===== config.mk =====
export PLATFORM = sky130hd
export DESIGN_NAME = rgbe_conv
export DESIGN_NICKNAME = d
export VERILOG_FILES = /design/src/hdl/rgbe_pkg.sv /design/src/hdl/rgbe_conv.sv
export SDC_FILE = /design/constraint.sdc
export NUM_CORES = 1
export LEC_CHECK = 0
export BUFFER_PORTS_ARGS = -buffer_cell sky130_fd_sc_hd__buf_4
export CORE_ASPECT_RATIO = 0.8
export CORE_MARGIN = 4
export CORE_UTILIZATION = 56
export DETAILED_ROUTE_END_ITERATION = 10
export PLACE_DENSITY_LB_ADDON = 0.08
export SETUP_SLACK_MARGIN = 0.2
export SYNTH_ARGS = -nofsm -noshare
export SYNTH_HDL_FRONTEND = slang
export SYNTH_SLANG_ARGS = --single-unit

===== constraint.sdc =====
create_clock -name vclk -period 8
set_input_delay 1.6 -clock vclk [all_inputs]
set_output_delay 1.6 -clock vclk [all_outputs]
set_load 0.005 [all_outputs]

===== src/hdl/rgbe_pkg.sv =====
package rgbe_pkg;

  localparam int unsigned MAX_WIDTH = 8192;
  localparam int unsigned ADDR_W = $clog2(MAX_WIDTH);
  localparam logic [13:0] POS_MAX = 14'h3FFF;
  localparam logic [13:0] LINE_WIDTH_RST = 14'd1280;
  localparam logic [7:0] RUN_BIAS = 8'd128;

  typedef enum logic [7:0] {
    PH_HDR0  = 8'b0000_0001,
    PH_HDR1  = 8'b0000_0010,
    PH_WHI   = 8'b0000_0100,
    PH_WLO   = 8'b0000_1000,
    PH_COUNT = 8'b0001_0000,
    PH_RUN   = 8'b0010_0000,
    PH_LIT   = 8'b0100_0000,
    PH_READ  = 8'b1000_0000
  } phase_t;

  // store write request from the decoder
  typedef struct packed {
    logic              we;
    logic [ADDR_W-1:0] addr;
    logic [1:0]        lane;
    logic [7:0]        data;
  } st_wr_t;

  // mantissa m, exponent e -> m * 2^(e-128) as ieee single
  function automatic logic [31:0] to_float(input logic [7:0] m, input logic [7:0] e);
    logic [2:0]  k;
    logic signed [10:0] biased;
    logic [31:0] res;
    logic [7:0]  sh;
    k = 3'd0;
    for (int i = 1; i < 8; i++) begin
      if (m[i]) k = 3'(i);
    end
    biased = 11'(signed'({8'd0, k})) + 11'(signed'({3'd0, e})) - 11'sd1;
    sh = 8'd0;
    if (m == 8'd0) begin
      res = 32'd0;
    end else if (biased >= 11'sd255) begin
      res = 32'h7F80_0000;
    end else if (biased >= 11'sd1) begin
      res = {1'b0, biased[7:0], 23'(({15'd0, m} << (5'd23 - 5'(k))))};
    end else begin
      sh = e + 8'd21;
      res = {24'd0, m} << sh[4:0];
    end
    return res;
  endfunction

endpackage


===== src/hdl/rgbe_conv.sv =====
module rgbe_conv (
  input  logic [31:0] entry,
  output logic [31:0] red_bits,
  output logic [31:0] green_bits,
  output logic [31:0] blue_bits
);

  // exponent byte shared by all three colours
  assign red_bits   = rgbe_pkg::to_float(entry[7:0],   entry[31:24]);
  assign green_bits = rgbe_pkg::to_float(entry[15:8],  entry[31:24]);
  assign blue_bits  = rgbe_pkg::to_float(entry[23:16], entry[31:24]);

endmodule


==> reports/results.ini <==
[critical_path]
arrival_ps=5950
worstSetupEndpointType=primary output
critPathKind=input pin to primary output
start_kind=input pin
worstPathRequired_ps=6400
path_max_fanout=15

[sta]
finalCriticalPeriod_ps=7550
whs_ps=3650
finalHoldViolations=0
setup_tns_ps=0
slew_headroom=0.240
fmax_ghz=0.132
min_period_over_period=0.944
finalSetupViolCount=0
rsz0062_at_grt=false
worstMarginPinSlew_ps=1130
slew_viol_final=0
finalWorstSetupSlack_ps=448

[grt]
grt_first_pass_wirelength_um=27700
grt_max_degree=45
grt_pass1_vias=5377
grt-ovfl-total=0
grt_use_total=0.349
antenna_found_initial=0

[route]
initialDrtViolationCount=746
drc=0
ant_nets=0
vias=6501
first_pass_iters=6
viasPerCell=6.92
routed_wl_um=18700
wl_per_cell_um=19.9

[worst_hold_path]
hold_class=input pin to primary output
hold_depth=4

[die]
core_sq_um=7980
io_pins=128
chipWidth_um=109
initial_core_util=0.578
die_area_sq_um=9760
rows=29
fp.dieH_um=89.2

[yosys]
ys_seq_area_frac=0
syn_inst=758
yosysWarnings=0
synth_nets=817
synth_area_sq_um=4610
avgSynthCellArea_sq_um=6.08
synth_cell_types=66

[clock_tree]
hold_buffers=0
cts_resized=0
cts_setup_buffers=0

[run]
drv_cap=0

[run_status]
outcome=finished, final reports clean

[final_layout]
seq_area_sq_um=0
final_cell_count_no_fill=939
synthToLayoutAreaGrowth_pct=21.2
clockBufferCount=0
drive_gt1_frac=0.218
final_nets=892
fin_util=0.700
multi_input_area_sq_um=4230
n_fill_cell=740
antenna_cells=0
seq_cells=0

[placement]
hpwl_um=14400
pre_cts_slack_ps=433
io_buffers=128
place_inst=939
gp_congestion=1.07

[pwr]
power.leakage_nw=2.43
powerDensity_nw_per_um2=93.5
irDropWorstVdd_uv=75.5

worst max-delay path, cell delays in order:
cell and delay (ps):
buf_4 150, or2_2 320, a21boi_1 440, ha_1 330, inv_1 60, ha_1 180, inv_1 60, fa_1 400
nor2b_1 240, nor3_1 130, o311a_1 420, o41ai_4 740, nand2_1 370, nor4_1 320, buf_4 160
routing by layer:
metal | wire length (um) | part of all wire | track usage | up-vias
met4 | 503 | 0.027 | 0.0725 | 0
met2 | 8100 | 0.43 | 0.547 | 550
li1 | - | - | - | 2932
met5 | 0 | 0 | 0 | -
met1 | 7520 | 0.40 | 0.513 | 2946
met3 | 2590 | 0.14 | 0.0433 | 73
report_power, final:
group / leakage, nW / total [mW] / switching, mW / internal (mW)
clock network: 0 / 0 / 0 / 0
logic: 2.43 / 0.522 / 0.311 / 0.212
registers: 0 / 0 / 0 / 0
metrics by stage:
stage,power (mW),area (sq um)
final,0.522,5590
after global routing,0.557,5590
after CTS,0.502,5560
after detailed placement,0.500,5560
after global placement,0.491,5560
after floorplan,0.324,4610
cells in the final DEF, fill, tap and decap left out, drive strengths merged, types with 6 or more instances in the layout:
cell and count:
buf 142, nor2 115, nand2 66, a21oi 59
inv 42, o21ai 38, nor3 34, nand3 33
a31oi 24, ha 24, mux2i 20, a211oi 19
or3 16, xnor2 16, nor2b 12, mux2 12
o21a 11, nor4 10, nand2b 9, mux4 9
a22oi 9, and3 7, or2 6, a211o 6
and2 6, a311oi 6, a221oi 6
synth_stat cells (all sizes together) (6+ instances only):
cell    number  area share
nor4        10       0.014
a22oi        9       0.015
mux2i       20       0.043
a31oi       24       0.033
buf         15       0.015
a211o        6       0.011
a211oi      19       0.032
nand2       66       0.054
o21a        11       0.018
nand3       33       0.036
ha          24       0.065
clkbuf      54       0.044
o21ai       38       0.041
mux2        12       0.029
and3         7      0.0095
xnor2       16       0.030
nand2b       9       0.012
or3         16       0.022
mux4         9       0.044
nor2       115       0.094
and2         6      0.0081
a221oi       6       0.011
inv         42       0.034
a311oi       6       0.011
nor2b       12       0.016
a21oi       59       0.065
nor3        34       0.037
or2          6      0.0081
area by class of cell:
type | instances | share of cell area
Inverter | 42 | 0.0282
Tap cell | 108 | 0.0242
Timing Repair Buffer | 142 | 0.191
Multi-Input combinational cell | 647 | 0.757
worst paths after layout:
kind	end	from
worst max-delay path	green_bits[1]	entry[11]
worst min-delay path	blue_bits[16]	entry[23]
kinds of logic after synthesis:
group           share of synthesized area
simple gates                        0.339
compound gates                      0.335
buf+inv                            0.0928
mux                                 0.117
fa+ha+maj                          0.0782
xor+xnor                           0.0380
Note: power is estimated with default switching activity, not from simulation.
